## src/sv/gss_ram.sv

```systemverilog
`timescale 1ns / 1ps
// ----------------------------------------------------------------------------
// gss_ram
// Generic single write, single read RAM with registered read data.
// ----------------------------------------------------------------------------
module gss_ram #(
    parameter int WIDTH = 8,
    parameter int DEPTH = 16
) (
    input  logic                     clk,
    input  logic                     wr_en,
    input  logic [$clog2(DEPTH)-1:0] wr_addr,
    input  logic [WIDTH-1:0]         wr_data,
    input  logic [$clog2(DEPTH)-1:0] rd_addr,
    output logic [WIDTH-1:0]         rd_data
);

    logic [WIDTH-1:0] mem [DEPTH];
    logic [WIDTH-1:0] rd_data_reg;

    always_ff @(posedge clk)
    begin
        if (wr_en)
        begin
            mem[wr_addr] <= wr_data;
        end
        rd_data_reg <= mem[rd_addr];
    end

    assign rd_data = rd_data_reg;

endmodule

```

## config.mk

```make
export PLATFORM = sky130hd
export DESIGN_NAME = gss_ram
export DESIGN_NICKNAME = d
export VERILOG_FILES = /design/src/sv/gss_ram.sv
export SDC_FILE = /design/constraint.sdc
export NUM_CORES = 1
export LEC_CHECK = 0
export BUFFER_PORTS_ARGS = -buffer_cell sky130_fd_sc_hd__buf_2
export CORE_MARGIN = 4
export CORE_UTILIZATION = 45
export CTS_BUF_LIST = sky130_fd_sc_hd__clkbuf_8
export DETAILED_ROUTE_END_ITERATION = 7
export PLACE_DENSITY = 0.67
export SYNTH_ARGS = -nofsm -noshare
export SYNTH_HDL_FRONTEND = slang
export SYNTH_SLANG_ARGS = --single-unit
```

## constraint.sdc

```tcl
create_clock -name clk -period 2.1 [get_ports clk]
set_input_delay 0.21 -clock clk [delete_from_list [all_inputs] [get_ports clk]]
set_output_delay 0.21 -clock clk [all_outputs]
set_load 0.05 [all_outputs]
```

==> flow_summary_export.csv <==
group,metric,value,unit
status,status,"finished clean",
drt,met2RoutedLength,4.687,mm
sta,setup-violations-final,0,
synthesis,ys_warn_count,0,
power_and_ir_drop,powerDensity,911.8,mW/mm^2
clock_network,clock_path_buffers,2,
synthesis,synth_edf_count,128,
synthesis,synth_compound_area_frac,0.02333,
synthesis,synth_flop_cell,"edfxtp_1",
cells_and_area,register_area,0.004004,sq mm
sta,period_needed,1.383,ns
placement,io_buffers,25,
placement,dpl_cell_area,0.005532,sq mm
synthesis,synthMuxAreaShare,0.1502,
clock_network,cts_hold_buf,0,
clock_network,cts.htree.levels,4,
synthesis,synthCells,229,
cells_and_area,finalInstanceArea,0.005912,sq mm
worst_setup_path,critPathKind,"reg -> reg",
synthesis,synthSimpleGateAreaFrac,0.03184,
grt,grt_pass1_wl,14.56,mm
synthesis,ys_ff_latch,136,
synthesis,synth_top_family_by_area,"multiplexers",
cells_and_area,drive_above_1_share,0.3199,
worst_setup_path,end_kind,"flip-flop",
die,core_area,0.01103,sq mm
sta,hold_viol_final,0,
job,cap_violations,0,
grt,gr-usage-all-layers,0.1549,
clock_network,clkTransAtPathRegs,0.07,ns
synthesis,avgSynthCellArea,22.48,sq um
synthesis,synthTopCellsByArea,"edfxtp_1 (75%), mux4_2 (7.9%), mux4_1 (7.1%)",
sta,tns,0,ns
sta,max_freq,723.0,MHz
worst_setup_path,cpMaxStageDelayCell,"mux4_1",
power_and_ir_drop,power,5.390,mW
sta,worst_pin_slew,0.4360,ns
worst_setup_path,crit_required,2.39,ns
worst_setup_path,r2r-end,"rd_data[1]$_DFF_P_",
hold_path,hold_class,"in -> reg",
die,die_h,115.0,um
worst_setup_path,critPathLaunchType,"flip-flop",
cells_and_area,num-fill-cells,849,
grt,first_global_vias,2429,
worst_setup_path,crit_chain,"mux4_1 -> a22oi_1 -> nand2_1",
die,die_area,0.01321,sq mm
sta,rsz0062_at_grt,"no",
worst_setup_path,reg2reg_slack,0.72,ns
die,start_util,0.4667,
synthesis,synth_cell_types,19,
worst_setup_path,worstPathArrival,1.68,ns
grt,grt.overflow.total,0,
drt,routedWlPerCell,21.40,um
clock_network,cts_buffers,17,
sta,maxSlewViolCount,0,
synthesis,yosysTopAreaCell,"edfxtp_1",
drt,vias_per_cell,5.471,
cells_and_area,layout.nets,302,
clock_network,clk_latency,0.42,ns
clock_network,cts-resized-gates,0,
worst_setup_path,critPathTopFamily,"multiplexers",
synthesis,ys_async_sr_fraction,0,
drt,route.final.wire_length,9.351,mm
synthesis,synth_fa_ha_area_frac,0,
worst_setup_path,cpPeakStageDelay,0.49,ns
cells_and_area,diodes,0,
sta,period_share,0.6586,
worst_setup_path,r2r_cells,3,
synthesis,synth_xor_area_frac,0,
placement,dp_hpwl,5.861,mm
synthesis,yosys.cell_count.top_type,"edfxtp_1",
synthesis,yosys.area.top_type_share,0.7467,
power_and_ir_drop,ir_drop,0.0004324,V
worst_setup_path,cp_num_buf_inv,0,
hold_path,hold-path-cell-count,1,
clock_network,cts_tree,"built",
drt,wl_met1,4.167,mm
drt,first_pass_iters,6,
drt,dr_wl_met3,400,um
clock_network,cts-root-buf,"clkbuf_8",
drt,routed.top_layer,"met4",
placement,gp_congestion,0.7375,
die,rows,38,
synthesis,netlist_area,0.005147,sq mm
clock_network,cts_sinks,136,
sta,skew,0.01127,ns
drt,vias,2391,
drt,drt-initial-drc-count,180,
cells_and_area,area_growth,14.85,%
sta,relSlewSlack,0.7093,
clock_network,cts_setup_buffers,0,
power_and_ir_drop,p_leak,2.003,nW
die,num_io_pins,26,
synthesis,yosysSeqAreaShare,0.7778,
grt,grt_max_degree,33,
grt,grt_antenna_before_repair,0,
worst_setup_path,critPathMaxFanout,1,
synthesis,synth.top_cells.by_count,"edfxtp_1 (128), mux4_2 (18), a22oi_1 (16)",
drt,drc_errors,0,
cells_and_area,multiInputGateArea,0.001057,sq mm
hold_path,whs_endpoint,"mem[6][5]$_DFFE_PP_",
cells_and_area,utilization,0.5360,
worst_setup_path,rr_startpoint,"mem[10][1]$_DFFE_PP_",
die,die_w,115.0,um
synthesis,syn_nets,247,
hold_path,hold_start,"wr_data[5]",
cells_and_area,largest_reg_flops,128,
drt,postRouteAntennaNets,0,
==> worst register-to-register path, cell delays in order, from the launching register on <==
cell,delay [ns]
edfxtp_1,0.36
mux4_1,0.49
a22oi_1,0.32
nand2_1,0.09
==> cell type report <==
cell class              instances  area share
well taps                     140     0.02963
repair buffers                 46     0.04995
clock buffers                  18     0.04190
clock inverters                14     0.02243
flip-flops and latches        136      0.6772
multi-input cells              83      0.1788
==> cells in the final DEF (no fill, tap or decap), types with 5 or more instances in the layout <==
cell type	synthesis	final
a22oi_1	16	16
mux4_1	14	14
dfxtp_1	8	8
nand2_1	9	9
clkinv_2	0	5
clkbuf_8	0	18
buf_2	3	25
mux4_2	18	18
nor2_1	13	13
edfxtp_1	128	128
buf_4	1	20
==> per-layer routing <==
layer / track usage / up-vias
li1: - / 1085
met1: 0.2121 / 1236
met2: 0.2438 / 63
met3: 0.04000 / 7
met4: 0.05399 / 0
met5: 0 / -
==> worst max path at each step <==
stage	start	end	cells after the start
CTS	mem[10][1]$_DFFE_PP_	rd_data[1]$_DFF_P_	3
global route	mem[10][1]$_DFFE_PP_	rd_data[1]$_DFF_P_	3
detailed placement	rd_addr[0]	rd_data[1]$_DFF_P_	5
global placement	rd_addr[0]	rd_data[1]$_DFF_P_	5
finish	mem[10][1]$_DFFE_PP_	rd_data[1]$_DFF_P_	3
floorplan	wr_addr[2]	mem[0][0]$_DFFE_PP_	2
==> metrics by stage <==
step | hold WS (ns) | setup slack [ns] | cells
finish | 0.1709 | 0.7169 | 437
detailed placement | 0.6048 | 0.3029 | 405
CTS | 0.1459 | 0.7154 | 437
global placement | 0.5907 | 0.3238 | 405
global route | 0.1522 | 0.6329 | 437
floorplan | 0.3089 | 0.3971 | 229
==> cell families after synthesis <==
logic type / Yosys count
flops: 136
simple gates: 35
mux: 32
compound gates: 16
buf+inv: 10
==> where the power goes <==
part	leakage (nW)	switching, mW	internal [mW]	total, mW
sequential	1.22	0.0163	3.03	3.05
clock	0.193	0.938	1.07	2.01
combinational	0.586	0.212	0.122	0.334
Note: power is estimated with default switching activity, not from simulation.
