[src/sv/gss_pkg.sv]
`timescale 1ns / 1ps
// ----------------------------------------------------------------------------
// gss_pkg
// Types, register codes and the micro-program of the GJK simplex step unit.
// ----------------------------------------------------------------------------
package gss_pkg;

    localparam int VAL_W   = 54;
    localparam int VEC_W   = 3 * VAL_W;
    localparam int SPLIT_W = 27;
    localparam int OPA_W   = SPLIT_W + 1;
    localparam int OPB_W   = 18;
    localparam int PROD_W  = OPA_W + OPB_W;
    localparam int ACC_W   = 76;
    localparam int DIR_W   = 52;
    localparam int PC_W    = 6;
    localparam int RADR_W  = 4;
    localparam int RDEPTH  = 16;

    // verdict codes
    localparam logic [1:0] V_CONT = 2'd0;
    localparam logic [1:0] V_SEP  = 2'd1;
    localparam logic [1:0] V_HIT  = 2'd2;

    // vector register codes
    localparam logic [3:0] R_ZERO = 4'd0;
    localparam logic [3:0] R_PIN  = 4'd1;
    localparam logic [3:0] R_P0   = 4'd2;
    localparam logic [3:0] R_P1   = 4'd3;
    localparam logic [3:0] R_P2   = 4'd4;
    localparam logic [3:0] R_P3   = 4'd5;
    localparam logic [3:0] R_AB   = 4'd6;
    localparam logic [3:0] R_AC   = 4'd7;
    localparam logic [3:0] R_AD   = 4'd8;
    localparam logic [3:0] R_AO   = 4'd9;
    localparam logic [3:0] R_ABC  = 4'd10;
    localparam logic [3:0] R_ACD  = 4'd11;
    localparam logic [3:0] R_ADB  = 4'd12;
    localparam logic [3:0] R_T    = 4'd13;
    localparam logic [3:0] R_DIR  = 4'd14;
    localparam logic [3:0] R_TMP  = 4'd15;

    // micro-op codes
    localparam logic [2:0] OP_SUB   = 3'd0;
    localparam logic [2:0] OP_CROSS = 3'd1;
    localparam logic [2:0] OP_BRP   = 3'd2;
    localparam logic [2:0] OP_JMP   = 3'd3;
    localparam logic [2:0] OP_DONE  = 3'd4;
    localparam logic [2:0] OP_SEP   = 3'd5;
    localparam logic [2:0] OP_DISP  = 3'd6;

    // program entry points
    localparam logic [PC_W-1:0] PC_START = 6'd0;
    localparam logic [PC_W-1:0] PC_SEP   = 6'd3;
    localparam logic [PC_W-1:0] PC_CONT  = 6'd4;
    localparam logic [PC_W-1:0] PC_LINE  = 6'd11;
    localparam logic [PC_W-1:0] PC_TRI   = 6'd19;
    localparam logic [PC_W-1:0] PC_TET   = 6'd43;

    typedef struct packed {
        logic [2:0]      op;
        logic [3:0]      a;
        logic [3:0]      b;
        logic [3:0]      d;
        logic            neg;
        logic [PC_W-1:0] tgt;
        logic [1:0]      vd;
        logic [2:0]      cnt;
    } instr_t;

    typedef struct packed {
        logic issue;
        logic first;
        logic sub;
        logic hi;
    } mac_ctl_t;

    function automatic instr_t ins(
        input logic [2:0]      op,
        input logic [3:0]      a,
        input logic [3:0]      b,
        input logic [3:0]      d,
        input logic            neg,
        input logic [PC_W-1:0] tgt,
        input logic [1:0]      vd,
        input logic [2:0]      cnt
    );
        instr_t r;
        r.op  = op;
        r.a   = a;
        r.b   = b;
        r.d   = d;
        r.neg = neg;
        r.tgt = tgt;
        r.vd  = vd;
        r.cnt = cnt;
        return r;
    endfunction

    function automatic instr_t mov(input logic [3:0] d, input logic [3:0] s);
        return ins(OP_SUB, s, R_ZERO, d, 1'b0, PC_START, V_CONT, 3'd0);
    endfunction

    function automatic instr_t sub(input logic [3:0] d, input logic [3:0] a,
                                   input logic [3:0] b);
        return ins(OP_SUB, a, b, d, 1'b0, PC_START, V_CONT, 3'd0);
    endfunction

    function automatic instr_t crs(input logic [3:0] d, input logic [3:0] a,
                                   input logic [3:0] b, input logic neg);
        return ins(OP_CROSS, a, b, d, neg, PC_START, V_CONT, 3'd0);
    endfunction

    function automatic instr_t brp(input logic [3:0] a, input logic [3:0] b,
                                   input logic [PC_W-1:0] tgt);
        return ins(OP_BRP, a, b, R_ZERO, 1'b0, tgt, V_CONT, 3'd0);
    endfunction

    function automatic instr_t jmp(input logic [PC_W-1:0] tgt);
        return ins(OP_JMP, R_ZERO, R_ZERO, R_ZERO, 1'b0, tgt, V_CONT, 3'd0);
    endfunction

    function automatic instr_t done(input logic [1:0] vd, input logic [2:0] cnt);
        return ins(OP_DONE, R_DIR, R_ZERO, R_ZERO, 1'b0, PC_START, vd, cnt);
    endfunction

    function automatic instr_t prog(input logic [PC_W-1:0] pc);
        instr_t r;
        unique case (pc)
            // start of a query
            6'd0:  r = mov(R_P0, R_PIN);
            6'd1:  r = sub(R_DIR, R_ZERO, R_PIN);
            6'd2:  r = done(V_CONT, 3'd1);
            6'd3:  r = ins(OP_SEP, R_DIR, R_ZERO, R_ZERO, 1'b0, PC_START, V_SEP, 3'd0);
            // continue: test, then insert at the front
            6'd4:  r = brp(R_DIR, R_PIN, 6'd6);
            6'd5:  r = ins(OP_SEP, R_DIR, R_ZERO, R_ZERO, 1'b0, PC_START, V_SEP, 3'd0);
            6'd6:  r = mov(R_P3, R_P2);
            6'd7:  r = mov(R_P2, R_P1);
            6'd8:  r = mov(R_P1, R_P0);
            6'd9:  r = mov(R_P0, R_PIN);
            6'd10: r = ins(OP_DISP, R_ZERO, R_ZERO, R_ZERO, 1'b0, PC_START, V_CONT, 3'd0);
            // line
            6'd11: r = sub(R_AB, R_P1, R_P0);
            6'd12: r = sub(R_AO, R_ZERO, R_P0);
            6'd13: r = brp(R_AB, R_AO, 6'd16);
            6'd14: r = mov(R_DIR, R_AO);
            6'd15: r = done(V_CONT, 3'd1);
            6'd16: r = crs(R_T, R_AB, R_AO, 1'b0);
            6'd17: r = crs(R_DIR, R_T, R_AB, 1'b0);
            6'd18: r = done(V_CONT, 3'd2);
            // triangle
            6'd19: r = sub(R_AB, R_P1, R_P0);
            6'd20: r = sub(R_AC, R_P2, R_P0);
            6'd21: r = sub(R_AO, R_ZERO, R_P0);
            6'd22: r = crs(R_ABC, R_AB, R_AC, 1'b0);
            6'd23: r = crs(R_T, R_ABC, R_AC, 1'b0);
            6'd24: r = brp(R_T, R_AO, 6'd26);
            6'd25: r = jmp(6'd32);
            6'd26: r = brp(R_AC, R_AO, 6'd28);
            6'd27: r = jmp(PC_LINE);
            6'd28: r = mov(R_P1, R_P2);
            6'd29: r = crs(R_T, R_AC, R_AO, 1'b0);
            6'd30: r = crs(R_DIR, R_T, R_AC, 1'b0);
            6'd31: r = done(V_CONT, 3'd2);
            6'd32: r = crs(R_T, R_ABC, R_AB, 1'b1);
            6'd33: r = brp(R_T, R_AO, PC_LINE);
            6'd34: r = brp(R_ABC, R_AO, 6'd36);
            6'd35: r = jmp(6'd38);
            6'd36: r = mov(R_DIR, R_ABC);
            6'd37: r = done(V_CONT, 3'd3);
            6'd38: r = mov(R_TMP, R_P1);
            6'd39: r = mov(R_P1, R_P2);
            6'd40: r = mov(R_P2, R_TMP);
            6'd41: r = sub(R_DIR, R_ZERO, R_ABC);
            6'd42: r = done(V_CONT, 3'd3);
            // tetrahedron
            6'd43: r = sub(R_AB, R_P1, R_P0);
            6'd44: r = sub(R_AC, R_P2, R_P0);
            6'd45: r = sub(R_AD, R_P3, R_P0);
            6'd46: r = sub(R_AO, R_ZERO, R_P0);
            6'd47: r = crs(R_ABC, R_AB, R_AC, 1'b0);
            6'd48: r = crs(R_ACD, R_AC, R_AD, 1'b0);
            6'd49: r = crs(R_ADB, R_AD, R_AB, 1'b0);
            6'd50: r = brp(R_ABC, R_AO, PC_TRI);
            6'd51: r = brp(R_ACD, R_AO, 6'd54);
            6'd52: r = brp(R_ADB, R_AO, 6'd57);
            6'd53: r = done(V_HIT, 3'd4);
            6'd54: r = mov(R_P1, R_P2);
            6'd55: r = mov(R_P2, R_P3);
            6'd56: r = jmp(PC_TRI);
            6'd57: r = mov(R_TMP, R_P1);
            6'd58: r = mov(R_P1, R_P3);
            6'd59: r = mov(R_P2, R_TMP);
            6'd60: r = jmp(PC_TRI);
            default: r = ins(OP_SEP, R_DIR, R_ZERO, R_ZERO, 1'b0, PC_START, V_SEP, 3'd0);
        endcase
        return r;
    endfunction

endpackage

[src/sv/gss_mac.sv]
`timescale 1ns / 1ps
// ----------------------------------------------------------------------------
// gss_mac
// Shared multiply-accumulate unit: one 28x18 signed product per cycle while issue is high,
// registered, then added to or subtracted from a wide accumulator.
// ----------------------------------------------------------------------------
module gss_mac (
    input  logic                              clk,
    input  logic                              rst_n,
    input  gss_pkg::mac_ctl_t                 ctl,
    input  logic signed [gss_pkg::VAL_W-1:0]  a_el,
    input  logic signed [gss_pkg::OPB_W-1:0]  b_el,
    output logic signed [gss_pkg::ACC_W-1:0]  acc
);

    logic signed [gss_pkg::OPA_W-1:0]  a_part;
    logic signed [gss_pkg::PROD_W-1:0] prod_next;
    logic signed [gss_pkg::PROD_W-1:0] prod_reg;
    gss_pkg::mac_ctl_t                 ctl_reg;
    logic signed [gss_pkg::ACC_W-1:0]  term;
    logic signed [gss_pkg::ACC_W-1:0]  base;
    logic signed [gss_pkg::ACC_W-1:0]  acc_next;
    logic signed [gss_pkg::ACC_W-1:0]  acc_reg;

    always_comb
    begin
        if (ctl.hi)
        begin
            a_part = {a_el[gss_pkg::VAL_W-1], a_el[gss_pkg::VAL_W-1:gss_pkg::SPLIT_W]};
        end
        else
        begin
            a_part = {1'b0, a_el[gss_pkg::SPLIT_W-1:0]};
        end
        prod_next = a_part * b_el;
    end

    always_comb
    begin
        term = gss_pkg::ACC_W'(prod_reg);
        if (ctl_reg.hi)
        begin
            term = term <<< gss_pkg::SPLIT_W;
        end
        base     = ctl_reg.first ? '0 : acc_reg;
        acc_next = ctl_reg.sub ? (base - term) : (base + term);
    end

    always_ff @(posedge clk or negedge rst_n)
    begin
        if (!rst_n)
        begin
            ctl_reg <= '0;
        end
        else
        begin
            ctl_reg <= ctl;
        end
    end

    always_ff @(posedge clk)
    begin
        if (ctl.issue)
        begin
            prod_reg <= prod_next;
        end
        if (ctl_reg.issue)
        begin
            acc_reg <= acc_next;
        end
    end

    assign acc = acc_reg;

endmodule

[config.mk]
export PLATFORM = sky130hd
export DESIGN_NAME = gss_mac
export DESIGN_NICKNAME = d
export VERILOG_FILES = /design/src/sv/gss_pkg.sv /design/src/sv/gss_mac.sv
export SDC_FILE = /design/constraint.sdc
export NUM_CORES = 2
export LEC_CHECK = 0
export BUFFER_PORTS_ARGS = -buffer_cell sky130_fd_sc_hd__buf_2
export CORE_MARGIN = 8
export CORE_UTILIZATION = 30
export DETAILED_ROUTE_END_ITERATION = 8
export GPL_ROUTABILITY_DRIVEN = 0
export PLACE_DENSITY = 0.46
export SLEW_MARGIN = 20
export SYNTH_ARGS = -nofsm -noshare
export SYNTH_HDL_FRONTEND = slang
export SYNTH_SLANG_ARGS = --single-unit
[constraint.sdc]
create_clock -name clk -period 4.42 [get_ports clk]
set_input_delay 0.663 -clock clk [delete_from_list [all_inputs] [get_ports clk]]
set_output_delay 0.663 -clock clk [all_outputs]
set_load 0.02 [all_outputs]
==> flow_metrics.py <==
metrics = {
    "run_status": {
        "run_status": "complete, but fails checks",
        "violations": "setup timing",
    },
    "clock_tree": {
        "cts_tree": "yes",
        "clk_pin_slew_worst_paths_ns": 0.06,
        "clk_path_buf_depth": 2,
        "cts.sink_count": 126,
        "cts_buffers": 17,
        "clockRootBuffer": "clkbuf_16",
        "clock_latency_ns": 0.45,
        "htree_levels": 4,
    },
    "worst_setup_path": {
        "crit_arrival_ns": 6.72,
        "r2r-start": "ctl_reg[0]$_DFF_PN0_",
        "crit_path_end_kind": "flop",
        "startpoint_type": "primary input",
        "cp_data_required_time_ns": 4.62,
        "rr_endpoint": "acc[69]$_DFFE_PP_",
        "r2r_cells": 22,
        "rrSetupSlack_ns": -0.58,
        "criticalPathCategory": "primary input to flop",
        "crit_fanout": 6,
        "startpoint": "ctl[0]",
    },
    "floorplanning": {
        "core_area_um2": 96900,
        "rows": 114,
        "die_width_um": 329,
        "die_area_um2": 108000,
        "initial_core_util_pct": 30.3,
        "io_pins": 154,
        "die_h_um": 329,
    },
    "hold_path": {
        "min_path_type": "primary input to asynchronous set/reset pin",
    },
    "synth": {
        "async_flop_share_pct": 3.17,
        "synth-seq-cells": 126,
        "netlist_area_um2": 29400,
        "synth_common_cells": "589 x inv_1, 490 x fa_1, 395 x nand2_1, 207 x a21oi_1, 195 x and2_1",
        "syn_avg_cell_area_um2": 8.72,
        "synth_cell_types": 78,
        "synth_top_flop_cell": "edfxtp_1",
        "synth_top_cell_by_area": "fa_1",
        "synth_edf_count": 122,
        "yosys.cell_count.top_type": "inv_1",
        "synth_nets": 4128,
        "synth-seq-area-share_pct": 12.8,
        "synth_top_cell_area_share_pct": 33.4,
        "yosysWarningCount": 0,
        "synthCells": 3371,
        "synth_area_leaders": "fa_1 33%, edfxtp_1 12%, ha_1 8.0%",
    },
    "finish": {
        "final_area_um2": 41800,
        "largest_reg_flops": 76,
        "nets": 4999,
        "final_core_util_pct": 43.1,
        "area_delta_synth_final_pct": 42.2,
        "drive_gt1_share_pct": 36.8,
        "multi_input_area_um2": 25700,
        "register_area_um2": 3770,
        "n_fill_cell": 9608,
    },
    "grt": {
        "grt_max_degree": 48,
        "antenna_found_initial": 6,
        "grt_usage_pct": 18.6,
        "overflow": 0,
        "grt_pass1_vias": 27782,
        "grt_pass1_wl_um": 158000,
    },
    "timing": {
        "worstMarginPinSlew_ns": 0.703,
        "fin_crit_sh_pct": 147,
        "slew_headroom_pct": 53.1,
        "drv_slew": 0,
        "finClkSkew_ns": 0.0124,
        "fmax_mhz": 154,
        "period_needed_ns": 6.51,
        "worst_slack_ns": -2.09,
        "hold_violations": 0,
        "rsz0062_at_grt": "true",
        "finalSetupViolCount": 72,
    },
    "place": {
        "post-dp-hpwl_um": 83400,
        "place_area_um2": 37200,
        "portBuffers": 153,
    },
    "routing": {
        "wire_per_inst_um": 18.4,
        "drc": 0,
        "drt-initial-drc-count": 1293,
        "routed_wl_um": 102000,
        "vias": 26091,
        "drt_pass1_iterations": 5,
        "via_per_inst": 4.71,
        "ant_nets": 0,
    },
    "run": {
        "maxCapViolCount": 0,
    },
}
## critical path, cell delays in order
cell	delay, ns
buf_16	0.14
buf_12	0.14
buf_4	0.12
mux2_4	0.33
and2_1	0.18
fa_1	0.53
fa_1	0.55
inv_1	0.05
fa_1	0.56
inv_1	0.08
fa_1	0.49
fa_1	0.49
inv_1	0.05
fa_1	0.47
inv_1	0.06
ha_4	0.22
a21o_1	0.15
a221o_1	0.36
a21o_1	0.19
a211o_1	0.30
and2_4	0.17
a31o_2	0.23
a21oi_2	0.12
xnor2_1	0.07
## metrics by stage
stage	instances	hold slack [ns]	TNS (ns)	worst slack (ns)
2_1_floorplan	3371	0.367	-61.87	-2.24
3_3_place_gp	5363	0.577	-101.29	-2.67
3_5_place_dp	5363	0.572	-101.60	-2.70
4_1_cts	5474	0.0809	-67.65	-2.07
5_1_grt	5532	0.0972	-83.19	-2.28
6_report	5534	0.0968	-69.12	-2.09
## worst max path at each step
stage | endpoint | slack, ns | cells after the start
5_1_grt | prod_reg[43]$_DFFE_PP_ | -2.28 | 28
6_report | prod_reg[43]$_DFFE_PP_ | -2.09 | 24
3_5_place_dp | prod_reg[43]$_DFFE_PP_ | -2.70 | 25
3_3_place_gp | prod_reg[43]$_DFFE_PP_ | -2.67 | 25
4_1_cts | prod_reg[44]$_DFFE_PP_ | -2.07 | 25
2_1_floorplan | prod_reg[43]$_DFFE_PP_ | -2.24 | 24
## timing repair
item	CTS	global route
buffers inserted	83	67
setup endpoints to repair	80	84
resized for setup	383	277
cloned	8	3
pin swaps	214	219
hold buffers	0	0
## area by class of cell
class,count,share of cell area (%)
flip-flops and latches,126,9.03
repair buffers,1010,18.9
multi-input cells,2497,61.5
well taps,1276,3.82
clock inverters,12,0.267
inverters,590,5.34
diodes,3,0.0180
clock buffers,20,1.09
## routing by layer
layer / track usage [%] / vias up / part of all wire [%]
li1: - / 12514 / -
met1: 25.2 / 12984 / 47
met2: 32.1 / 471 / 48
met3: 1.43 / 120 / 3.1
met4: 4.48 / 2 / 2.4
met5: 0 / - / 0.0098
## logic make-up (layout without fill, tap and decap cells)
family	Yosys count	count (layout)	synth area share, %
compound gates	542	542	11.6
xor+xnor	166	166	4.95
fa+ha+maj	679	679	41.4
buf+inv	754	1632	9.70
flops	126	126	12.8
mux	38	44	1.42
other cells	0	3	0
simple gates	1066	1066	18.1
## cell usage in the layout (no fill, tap or decap), types with 40 or more instances in the layout
cell	count
edfxtp_1	122
nor2_1	125
o21ai_0	42
ha_4	52
buf_2	152
a21oi_2	56
inv_2	40
ha_1	132
a21o_1	70
and2_1	163
xor2_1	62
inv_1	548
buf_4	736
a21oi_1	138
nor2b_1	88
nand2_1	364
buf_6	98
fa_1	462
xnor2_1	75
Power is not shown: default switching activity piles up to over one toggle a cycle in this logic, so the estimate is an artifact.
